===== src/sci_pkg.sv =====
// ----------------------------------------------------------------------------
// sci_pkg: shared types and constants of the static contact impulse unit
// fixed point helpers, status codes, register map and queue entry type
// ----------------------------------------------------------------------------
package sci_pkg;

	localparam int FRAC_BITS_DEFAULT = 16;
	localparam int QW = 32;
	localparam int DIV_NUM_W = 58;
	localparam int DIV_DEN_W = 31;
	localparam int QUEUE_DEPTH = 4;

	localparam logic [30:0] IMPULSE_LIMIT_RESET = 31'd65536000;
	localparam logic [15:0] SEP_THRESHOLD_RESET = 16'd7;
	localparam logic [15:0] MIN_DENOM_RESET = 16'd1;

	typedef enum logic [1:0] {
		ST_APPLIED    = 2'd0,
		ST_SEPARATING = 2'd1,
		ST_DEGENERATE = 2'd2,
		ST_CLAMPED    = 2'd3
	} status_t;

	typedef enum logic [1:0] {
		REG_IMPULSE_LIMIT = 2'd0,
		REG_SEP_THRESH    = 2'd1,
		REG_MIN_DENOM     = 2'd2
	} reg_idx_t;

	typedef struct packed {
		logic [30:0] impulse_limit;
		logic [15:0] separation_threshold;
		logic [15:0] min_denominator;
	} cfg_t;

	// classified contact handed from the front to the back
	typedef struct packed {
		logic                 active;
		status_t              status;
		logic signed [31:0]   nx;
		logic signed [31:0]   ny;
		logic [DIV_NUM_W-1:0] num_mag;
		logic                 num_neg;
		logic [30:0]          denom;
	} entry_t;

	function automatic logic signed [31:0] sat32(input logic signed [65:0] x);
		if (x > 66'sd2147483647)
			return 32'sh7fffffff;
		else if (x < -66'sd2147483648)
			return 32'sh80000000;
		else
			return x[31:0];
	endfunction

	// saturate a full product after a floor shift (arithmetic shift = floor)
	function automatic logic signed [31:0] qfix(input logic signed [63:0] p,
		input int frac);
		logic signed [65:0] s;
		s = 66'(p) >>> frac;
		return sat32(s);
	endfunction

endpackage


===== src/sci_queue.sv =====
// ----------------------------------------------------------------------------
// sci_queue: short queue between classification and impulse stages
// register array with read and write pointers
// ----------------------------------------------------------------------------
module sci_queue (
	input  logic            clk,
	input  logic            arst_n,
	input  logic            in_valid,
	output logic            in_ready,
	input  sci_pkg::entry_t in_entry,
	output logic            out_valid,
	input  logic            out_ready,
	output sci_pkg::entry_t out_entry
);
	import sci_pkg::*;

	localparam int AW = $clog2(QUEUE_DEPTH);
	entry_t mem_q [QUEUE_DEPTH];
	logic [AW-1:0] wp_q, rp_q;
	logic [AW:0] cnt_q;
	logic push, pop;

	assign in_ready = cnt_q != (AW+1)'(QUEUE_DEPTH);
	assign out_valid = cnt_q != '0;
	assign push = in_valid && in_ready;
	assign pop = out_valid && out_ready;
	assign out_entry = mem_q[rp_q];

	// storage
	always_ff @(posedge clk) begin
		if (push) mem_q[wp_q] <= in_entry;
	end

	// pointers
	always_ff @(posedge clk or negedge arst_n) begin
		if (!arst_n) begin
			wp_q <= '0;
			rp_q <= '0;
			cnt_q <= '0;
		end else begin
			if (push) wp_q <= wp_q + 1'b1;
			if (pop) rp_q <= rp_q + 1'b1;
			cnt_q <= cnt_q + (AW+1)'(push) - (AW+1)'(pop);
		end
	end

endmodule


===== config.mk =====
export PLATFORM = sky130hd
export DESIGN_NAME = sci_queue
export DESIGN_NICKNAME = d
export VERILOG_FILES = /design/src/sci_pkg.sv /design/src/sci_queue.sv
export SDC_FILE = /design/constraint.sdc
export NUM_CORES = 1
export LEC_CHECK = 0
export ABC_AREA = 1
export BUFFER_PORTS_ARGS = -buffer_cell sky130_fd_sc_hd__clkbuf_2
export CORE_AREA = 2 2 201 253
export DETAILED_ROUTE_END_ITERATION = 7
export DIE_AREA = 0 0 203 255
export PLACE_DENSITY = 0.71
export SLEW_MARGIN = 20
export SYNTH_ARGS = -nofsm -noshare
export SYNTH_HDL_FRONTEND = slang
export SYNTH_SLANG_ARGS = --single-unit

===== constraint.sdc =====
create_clock -name clk -period 7.1 [get_ports clk]
set_input_delay 1.42 -clock clk [delete_from_list [all_inputs] [get_ports clk]]
set_output_delay 1.42 -clock clk [all_outputs]
set_load 0.005 [all_outputs]

# After elaboration in Yosys (flattened, before gate mapping)
# Memories as Yosys holds them, arrays and structs flattened.
# Cells that the tools add are included.
[word_totals]
reg_bits = 7
output_inout_bits = 159
inputBits = 161
ramBits = 628
n_memories = 1
[memory_table]
columns = ["name", "depth", "word_bits", "read_ports", "rd_ports_with_merged_regs", "write_ports", "line", "rtl"]
rows = [
  ["mem_q", 4, 157, 1, 0, 1, "sci_queue.sv:18", "entry_t mem_q [QUEUE_DEPTH];"],
]
[op_classes]
eq_ne = 1
n_mux = 2
reduce_logical = 3
add_sub_neg = 4
[op_table]
columns = ["cell", "count"]
rows = [
  ["$add A2 B1 Y2 const B", 2],
  ["$add A3 B1 Y3", 1],
  ["$ne A3 B3 Y1 const B", 1],
  ["$reduce_bool A3 Y1", 1],
  ["$sub A3 B1 Y3", 1],
  ["$logic_and A1 B1 Y1", 2],
  ["$mux W1", 2],
]

# Longest topological paths before layout
# Gate-level depths: netlist of run 1.
[logic_depth]
depth_word = 4
depth_mapped = 12

# Worst setup path after synthesis of run 1
# OpenSTA, ideal clock, no wires.
[synth_timing]
kind = "input to register"
from = "input in_valid"
to = "memory mem_q[0][0] (netlist name), enable pin"
setup_ns = 0.677
path_stages = 2
slack_ns = -1.662
required_time_ns = 6.423
arrival_ns = 8.085
cell_sequence = "nand2_1 -> nor2_1"
[synth_via]
elab_chain_len = 3
[synth_rtl]
columns = ["element", "line", "rtl"]
rows = [
  ["from (decl)", "sci_queue.sv:8", "input logic in_valid,"],
  ["$logic_and A1 B1 Y1", "sci_queue.sv:25", "assign push = in_valid && in_ready;"],
  ["$mux W1", "sci_queue.sv:31", "if (push) mem_q[wp_q] <= in_entry;"],
  ["$mux W1 (not written as such)", "sci_queue.sv:31", ""],
  ["to (decl)", "sci_queue.sv:18", ""],
]
# No other way between the ends.

==> impl_results.md, run 1 <==
* CP most frequent cell: nand2_1
* # fillers at 3,955
* Critical path buffers and inverters at 3
* Post-Syn Instances at 2,046
* Clock Skew at 0.0188 ns
* Root Driver: clkbuf_16
* Post-CTS Setup Bufs at 0
* Post-DP HPWL at 28.8 mm
* Commonest non-fill, non-tap cell in the layout: edfxtp_1
* All-Layer GR Usage at 0.195
* Leak at 11.5 nW
* Wire per inst at 16.8 µm
* Synth Cell Area at 25,000 µm²
* Syn_area_per_cell at 12.2 µm²
* Fin crit share at 0.726
* Switching Share at 0.343
* CP Launch Type: flip-flop
* Final hold slack at 0.512 ns
* IO Count at 320
* Final wirelength at 51.2 mm
* Hold/Removal Path Class: flip-flop to flip-flop
* Sequential fraction of the synthesis area at 0.762
* Worst path slowest cell: buf_4
* Width of the die at 203 µm
* First-pass iteration count of the detailed router at 5
* Routed vias/inst at 5.05
* Worst-skew pair later-pin latency at 0.62 ns
* GPL Wtd Cong at 0.751
* Run status: complete, no violations
* Final Hold Violating Endpoints at 0
* Met2 wire len at 25.7 mm
* Max-slew headroom at 0.273
* NumNets Final at 2,504
* Critical Path AT at 3.73 ns
* Worst-path cell chain: buf_12, buf_4, o21ai_0, nand2_1, nand2_1, clkbuf_2
* Unique masters post-synth at 16
* Crit path max-delay family: buffers and inverters
* Post-cts sizing count at 0
* TritonCTS clock tree: done
* Switching power at 4.07 mW
* Slew @ Worst Pin at 1.09 ns
* Seq pwr share at 0.431
* Count of warnings emitted by yosys at 0
* Max-Cap Viols at 0
* Crit end category: primary output
* Port bufs at 319
* DIE AREA at 51,800 µm²
* CTS Buf Count at 58
* Total gr overflow at 0
* PwrDens at 410 nW/µm²
* Clk pin slew, worst setup/hold paths at 0.07 ns
* Synth top area share at 0.755
* Initial drt markers at 1,042
* Initial antenna violation count at 10
* Fin. max-slew vios at 0
* Total power at 11.8 mW
* Combinational power share at 0.318
* Clock Sinks at 635
* Final setup fails at 0
* Largest area contributor in the netlist: edfxtp_1
* DR top layer: met5
* Clock Tree Buf Depth at 3
* Vias at 15,400
* Top cells by area, synth: edfxtp_1 (75%), nand2_1 (7.4%), o21ai_0 (6.3%)
* Residual DRC at 0
* VDD IR max at 0.347 mV
* Crit Path Category: flip-flop to primary output
* Critical Path RT at 5.68 ns
* Die Y at 255 µm
* Mapped Nets at 2,214
* RSZ-0062 raised after global routing: no
* Met3 Wirelength at 3.64 mm
* Fmax at 0.194 GHz
* Clk pwr share at 0.251
* Core region area at 49,600 µm²
* H-tree levels at 2
* Largest net degree at the start of global routing at 228
* Rows at 92
* Fraction of layout cells with a size suffix above 1 at 0.178
* Largest stage delay, worst path at 0.92 ns
* Setup TNS at 0 ns
* Synth-to-layout area growth at 15.6%
* Tmin final at 5.15 ns
* WL met1 at 20.2 mm
* Vias in the first global route at 15,000
* Post-CTS Hold Buffers at 0
* Global-route wire length before repair at 78.5 mm
* Initial Util at 0.504
* P_int at 7.78 mW
* Commonest non-fill, non-tap cells in the layout: edfxtp_1 (628), nand2_1 (490), clkbuf_2 (319), nor2_1 (315), o21ai_0 (313)
* Antenna Violating Nets Remaining at 0
* CP Max Fanout at 227
* Synthesized flop and latch total at 635
==> state kept, by name, summed over array words and instances (netlist names) <==
signal / flops
mem_q: 628
cnt_q: 3
rp_q: 2
wp_q: 2
==> power groups by stage <==
stage	clock network, mW	logic, mW	registers, mW
5_1_grt	3.18	4.27	5.17
3_5_place_dp	0	3.82	5.19
3_3_place_gp	0	3.74	5.16
6_report	2.97	3.77	5.11
2_1_floorplan	0	2.39	5.31
4_1_cts	3.04	3.85	5.11
==> layout make-up <==
cell class / instances / area [µm²] / share of cell area
sequential: 635 / 19000 / 0.659
multi-input combinational: 1135 / 4760 / 0.165
timing repair buffer: 333 / 1760 / 0.0611
clock buffer: 68 / 1490 / 0.0516
tap: 658 / 823 / 0.0285
inverter: 173 / 659 / 0.0228
clock inverter: 42 / 329 / 0.0114
antenna: 8 / 20.0 / 0.000693
==> final timing paths <==
| path | cells past startpoint | start | to | slack [ns] |
|---|---|---|---|---|
| setup / recovery | 6 | rp_q[0] | out_entry[155] | 1.95 |
| hold / removal | 1 | cnt_q[0] | cnt_q[0] | 0.51 |
| setup reg to reg | 6 | cnt_q[1] | mem_q[1][98] | 4.19 |
| hold reg to reg | 1 | cnt_q[0] | cnt_q[0] | 0.51 |
| max in group asynchronous | 1 | arst_n | rp_q[0] | 6.23 |
| min in group asynchronous | 1 | arst_n | cnt_q[1] | 0.66 |
==> per-stage QoR <==
stage               area [µm²]   util  instances  setup slack [ns]
floorplan                25000      -       2046             -1.66
global placement         27000  0.545       2934              2.76
detailed placement       27000  0.545       2934              2.69
CTS                      28900  0.582       3044              2.01
global route             28900  0.582       3049              1.65
finish                   28900  0.582       3052              1.95
==> routing by layer <==
layer	vias to the layer above	global-route usage
met1	7419	0.229
li1	7499	-
met2	383	0.338
met3	112	0.0561
met4	10	0.0803
met5	-	0
==> synthesized netlist by cell type <==
cell type / count
nand2_1: 490
o21ai_1: 1
edfxtp_1: 628
fa_1: 1
dfrtp_1: 7
clkbuf_1: 38
ha_1: 6
o21ai_0: 313
nor2_1: 319
buf_6: 13
buf_1: 15
inv_2: 2
buf_4: 18
inv_1: 171
nand3_1: 5
buf_2: 19
==> kinds of logic after synthesis <==
family	count (synthesis)	share of synthesized area
and+or+nand+nor	814	0.123
AOI/OAI and AO/OA	314	0.0629
buffers and inverters	276	0.0490
adders and majority gates	7	0.00381
DFF	635	0.762
No activity file was read; power rests on OpenSTA's default activity.
==> run 2: changes to the inputs <==
==> constraint.sdc (replaced) <==
create_clock -name clk -period 4.25 [get_ports clk]
set_input_delay 0.85 -clock clk [delete_from_list [all_inputs] [get_ports clk]]
set_output_delay 0.85 -clock clk [all_outputs]
set_load 0.005 [all_outputs]
==> impl_results.md, run 2 (synthesis results as in run 1) <==
* Total gr overflow at 0
* Post-DP HPWL at 29.6 mm
* GPL Wtd Cong at 0.777
* Root Driver: clkbuf_16
* Wire per inst at 17.1 µm
* Width of the die at 203 µm
* Met2 Track Usage GR at 0.347
* Vias at 15,500
* Max-Cap Viols at 0
* CP Launch Type: flip-flop
* Clock Tree Buf Depth at 3
* NumNets Final at 2,508
* H-tree levels at 2
* Fin crit share at 0.832
* Commonest non-fill, non-tap cell in the layout: edfxtp_1
* Post-CTS Setup Bufs at 0
* Final setup fails at 0
* Global-route wire length before repair at 79.2 mm
* Max-slew headroom at 0.332
* Largest net degree at the start of global routing at 268
* TritonCTS clock tree: done
* Final Hold Violating Endpoints at 0
* Fmax at 0.283 GHz
* Grt met3 use at 0.0428
* Largest register FFs at 628
* # fillers at 3,892
* Run status: complete, no violations
* FF-to-FF Start: cnt_q[1]
* Largest regs: mem_q (628), cnt_q (3)
* Tmin final at 3.53 ns
* R2R Setup Slk at 1.86 ns
* Leak at 11.5 nW
* First-pass iteration count of the detailed router at 5
* Final hold slack at 0.0828 ns
* Routed vias/inst at 5.09
* Crit end category: primary output
* PwrDens at 687 nW/µm²
* Fraction of layout cells with a size suffix above 1 at 0.178
* Rows at 92
* Commonest non-fill, non-tap cells in the layout: edfxtp_1 (628), nand2_1 (490), clkbuf_2 (319), nor2_1 (315), o21ai_0 (313)
* CP Max Fanout at 197
* Gr busiest metal: met2
* Vias in the first global route at 15,000
* Post-cts sizing count at 0
* Clock Skew at 0.0177 ns
* VDD IR max at 0.522 mV
* Area after DPL at 27,200 µm²
* Initial drt markers at 1,030
* All-Layer GR Usage at 0.198
* Critical Path AT at 2.68 ns
* Hold/Removal Path Class: input port to asynchronous set/reset pin
* Synth-to-layout area growth at 16.0%
* Worst-skew pair later-pin latency at 0.60 ns
* IO Count at 320
* CTS Buf Count at 58
* CP most frequent cell: nor2_1
* Final wirelength at 52.1 mm
* Reg2reg path depth at 10
* Port bufs at 319
* Slew @ Worst Pin at 1.00 ns
* Fin. max-slew vios at 0
* Reg area at 19,000 µm²
* Crit Path Category: flip-flop to primary output
* Register name with the most flops: mem_q
* Residual DRC at 0
* Non-Filler Cell Area, Final at 29,000 µm²
* Largest stage delay, worst path at 0.46 ns
* GR Util met1 at 0.239
* DIE AREA at 51,800 µm²
* Critical Path RT at 3.40 ns
* Initial antenna violation count at 9
* Post-CTS Hold Buffers at 0
* RSZ-0062 raised after global routing: no
* Core region area at 49,600 µm²
* Area occupied by multi-input gates at 4760 µm²
* Worst path slowest cell: dfrtp_4
* Initial Util at 0.504
* Worst-path cell chain: buf_12, buf_16, nor2_1, nor2_1, o21ai_0, nand2_1, clkbuf_2
* Die Y at 255 µm
* Clock Sinks at 635
* Antenna Violating Nets Remaining at 0
* Clk pin slew, worst setup/hold paths at 0.06 ns
* Capturing point of the worst reg2reg path: cnt_q[2]
run 2: changes by cell type in the layout (fill, tap and decap cells not counted), moves of 3 or more:
| cell | delta |
|---|---|
| buf_4 | -4 |
| inv_6 | -3 |
| clkbuf_1 | +4 |
| clkinv_1 | -4 |
| diode_2 | -3 |
| buf_12 | +7 |
run 2: report_power, final:
group          leakage [nW]  switching (mW)  total, mW  internal, mW
Clock                 0.869            2.18       4.91          2.73
Sequential             5.84           0.258       8.49          8.23
Combinational          4.83            4.41       6.51          2.10
run 2: stage by stage:
step	TNS (ns)	total power, mW	worst slack, ns	cells	utilization
after detailed placement	0	15.2	1.39	2937	0.547
final	0	19.9	0.716	3049	0.584
after floorplan	-835.36	12.7	-1.33	2046	-
after CTS	0	20.1	0.711	3043	0.583
after global placement	0	15.0	1.43	2937	0.547
after global routing	0	21.2	0.633	3048	0.584
run 2: worst max path at each step:
stage | end | slack, ns | start
floorplan | mem_q[0][0] | -1.33 | in_valid
global placement | out_entry[7] | 1.43 | rp_q[0]
detailed placement | out_entry[25] | 1.39 | rp_q[0]
CTS | out_entry[8] | 0.71 | rp_q[0]
global route | out_entry[48] | 0.63 | rp_q[0]
finish | out_entry[100] | 0.72 | rp_q[0]
run 2: metal layers:
metal | share of wire | routed length [µm]
met1 | 0.39 | 20500
met2 | 0.51 | 26400
met3 | 0.065 | 3410
met4 | 0.033 | 1730
met5 | 0.00094 | 49
run 2: critical path, delay by kind of cell, from the launching register on:
kind                   cells  cell delay, ns
buffers and inverters      3            0.85
AO/OA/AOI/OAI              1            0.12
flip-flops                 1            0.46
AND/OR/NAND/NOR            3            0.34
run 2: final cells by class:
cell class | count | area share
clock buffer | 73 | 0.0527
sequential | 635 | 0.657
clock inverter | 33 | 0.00919
antenna | 5 | 0.000432
timing repair buffer | 337 | 0.0656
tap | 658 | 0.0284
inverter | 173 | 0.0227
multi-input combinational | 1135 | 0.164
==> run 3: changes to the inputs <==
--- a/config.mk
+++ b/config.mk
@@ -5,11 +5,11 @@
 export SDC_FILE = /design/constraint.sdc
 export NUM_CORES = 1
 export LEC_CHECK = 0
-export ABC_AREA = 1
+export ABC_AREA = 0
 export BUFFER_PORTS_ARGS = -buffer_cell sky130_fd_sc_hd__clkbuf_2
-export CORE_AREA = 2 2 201 253
+export CORE_AREA = 2 2 194 244
 export DETAILED_ROUTE_END_ITERATION = 7
-export DIE_AREA = 0 0 203 255
+export DIE_AREA = 0 0 196 246
 export PLACE_DENSITY = 0.71
 export SLEW_MARGIN = 20
 export SYNTH_ARGS = -nofsm -noshare
==> constraint.sdc (replaced) <==
create_clock -name clk -period 3.01 [get_ports clk]
set_input_delay 0.602 -clock clk [delete_from_list [all_inputs] [get_ports clk]]
set_output_delay 0.602 -clock clk [all_outputs]
set_load 0.005 [all_outputs]
==> impl_results.md, run 3 <==
* Hold/Removal Path Class: input port to flip-flop
* Post-Synth Adder-Cell Area at 0.00411
* Run status: complete, no violations
* Die Y at 246 µm
* Largest net degree at the start of global routing at 69
* Area occupied by multi-input gates at 3810 µm²
* Mux contribution to synthesized area at 0.153
* Most frequent cell after synthesis: edfxtp_1
* Routed vias/inst at 5.49
* Area after DPL at 25,700 µm²
* Post-synth top cells: edfxtp_1 (628), mux4_2 (157), buf_2 (18)
* Antenna Violating Nets Remaining at 0
* Sequential fraction of the synthesis area at 0.823
* Simple logic cell fraction of the synthesized area at 0.00433
* Setup TNS at 0 ns
* Initial Util at 0.505
* Count of warnings emitted by yosys at 0
* Largest area contributor in the netlist: edfxtp_1
* Wire per inst at 23.5 µm
* Max-Cap Viols at 0
* All-Layer GR Usage at 0.186
* Fraction of layout cells with a size suffix above 1 at 0.469
* Non-Filler Cell Area, Final at 27,700 µm²
* CP Max Fanout at 19
* Vias in the first global route at 11,000
* Commonest non-fill, non-tap cells in the layout: edfxtp_1 (628), clkbuf_2 (319), mux4_2 (157), clkbuf_16 (59), buf_4 (23)
* RSZ-0062 raised after global routing: no
* Synthesized flop and latch total at 635
* Commonest non-fill, non-tap cell in the layout: edfxtp_1
* Largest family of logic cells by synthesized area: multiplexers
* Crit Path Category: flip-flop to primary output
* Final wirelength at 44.2 mm
* Reg area at 19,000 µm²
* Residual DRC at 0
* Xor-xnor portion of the synthesized cell area at 0.00152
* Register name with the most flops: mem_q
* Unique masters post-synth at 20
* GPL Wtd Cong at 0.747
* Clock Sinks at 635
* Crit end category: primary output
* TritonCTS clock tree: done
* Fmax at 0.362 GHz
* Core region area at 45,800 µm²
* Largest register FFs at 628
* Global-route wire length before repair at 66.4 mm
* Worst-skew pair later-pin latency at 0.59 ns
* VDD IR max at 0.664 mV
* Rows at 88
* Synth Cell Area at 23,100 µm²
* Tmin final at 2.76 ns
* Critical Path RT at 2.41 ns
* Initial antenna violation count at 4
* DIE AREA at 48,200 µm²
* PwrDens at 977 nW/µm²
* Largest regs: mem_q (628), cnt_q (3)
* IO Count at 320
* Root Driver: clkbuf_16
* Width of the die at 196 µm
* Asr flop ratio synth at 0.0110
* First-pass iteration count of the detailed router at 4
* Post-DP HPWL at 27.7 mm
* H-tree levels at 2
* Synth top area share at 0.816
* CTS Buf Count at 57
* Fin. max-slew vios at 0
* Slew @ Worst Pin at 1.03 ns
* Clk pin slew, worst setup/hold paths at 0.06 ns
* Critical Path AT at 2.16 ns
* Fin crit share at 0.918
* Post-cts sizing count at 0
* Max-slew headroom at 0.311
* Initial drt markers at 528
* EDFF count, synth at 628
* Total gr overflow at 0
* NumNets Final at 1,416
* CP Launch Type: flip-flop
* Mapped Nets at 1,030
* Leak at 9.49 nW
* # fillers at 3,209
* Top cells by area, synth: edfxtp_1 (82%), mux4_2 (15%), dfrtp_1 (0.76%)
* Clock Tree Buf Depth at 3
* Post-Syn Instances at 862
* Final setup fails at 0
* Synth Area in Compound Gates at 0.00141
* Total power at 27.0 mW
* Port bufs at 319
* Primary FF master, synth: edfxtp_1
* Clock Skew at 0.00936 ns
* Vias at 10,300
* Syn_area_per_cell at 26.8 µm²
* Synth-to-layout area growth at 19.7%
* Final Hold Violating Endpoints at 0
==> run 3: cell count changes after synthesis, moves of 5 or more <==
cell / delta
buf_1: -15
buf_4: -18
clkbuf_1: -34
inv_1: -165
mux4_2: +157
nand2_1: -489
nand3_1: -5
nor2_1: -319
o21ai_0: -313
==> run 3: through the flow <==
step	util	hold WS (ns)	instances	setup WS [ns]
2_1_floorplan	-	0.306	862	-0.0668
3_3_place_gp	0.561	0.453	1767	0.444
3_5_place_dp	0.561	0.459	1767	0.380
4_1_cts	0.604	0.177	1880	0.154
5_1_grt	0.604	0.187	1881	0.137
6_report	0.604	0.224	1881	0.247
==> run 3: final timing paths <==
kind	startpoint	end	slack [ns]	depth (start not counted)
worst max-delay path	rp_q[1]	out_entry[72]	0.25	3
worst min-delay path	in_entry[57]	mem_q[2][57]	0.22	1
worst max register to register	cnt_q[1]	cnt_q[2]	0.35	9
worst min register to register	cnt_q[0]	cnt_q[0]	0.62	1
max in group asynchronous	arst_n	rp_q[1]	2.40	2
min in group asynchronous	arst_n	cnt_q[2]	0.41	2
==> run 3: routing by layer <==
layer,part of all wire,track usage,routed length (µm),vias up
met1,0.39,0.241,17300,5374
li1,-,-,-,4532
met3,0.071,0.0516,3120,77
met2,0.51,0.306,22500,330
met4,0.029,0.0639,1270,6
met5,0.00093,0,41,-
==> run 3: cells by family (layout without fill, tap and decap cells) <==
logic type	Yosys count	in the layout
flip-flops	635	635
buffers and inverters	42	475
adder cells (fa/ha/maj)	7	7
multiplexers	157	157
AND/OR/NAND/NOR	13	13
XOR/XNOR	4	4
AO/OA/AOI/OAI	4	4
other	0	1
==> run 3: layout make-up <==
class                      count  area share
clock inverter                32      0.0119
antenna                        1   0.0000905
clock buffer                  74      0.0558
multi-input combinational    185       0.138
sequential                   635       0.688
inverter                       6    0.000814
timing repair buffer         363      0.0788
tap                          585      0.0265
==> run 3: worst max-delay path, cell delays in order, from the launching register on <==
cell      delay (ns)
dfrtp_4         0.75
buf_4           0.33
mux4_2          0.35
clkbuf_2        0.13
==> run 3: report_power, final <==
group	total (mW)	internal, mW	switching [mW]
sequential	12.1	11.6	0.468
combinational	7.81	3.88	3.93
clock	7.13	4.13	3.00
==> run 3: timing repair <==
action / in CTS / in global routing
endpoints found under the hold margin: 7 / 0
setup buffers: 6 / 0
endpoints found under the setup margin: 19 / 0
hold buffers: 1 / 0
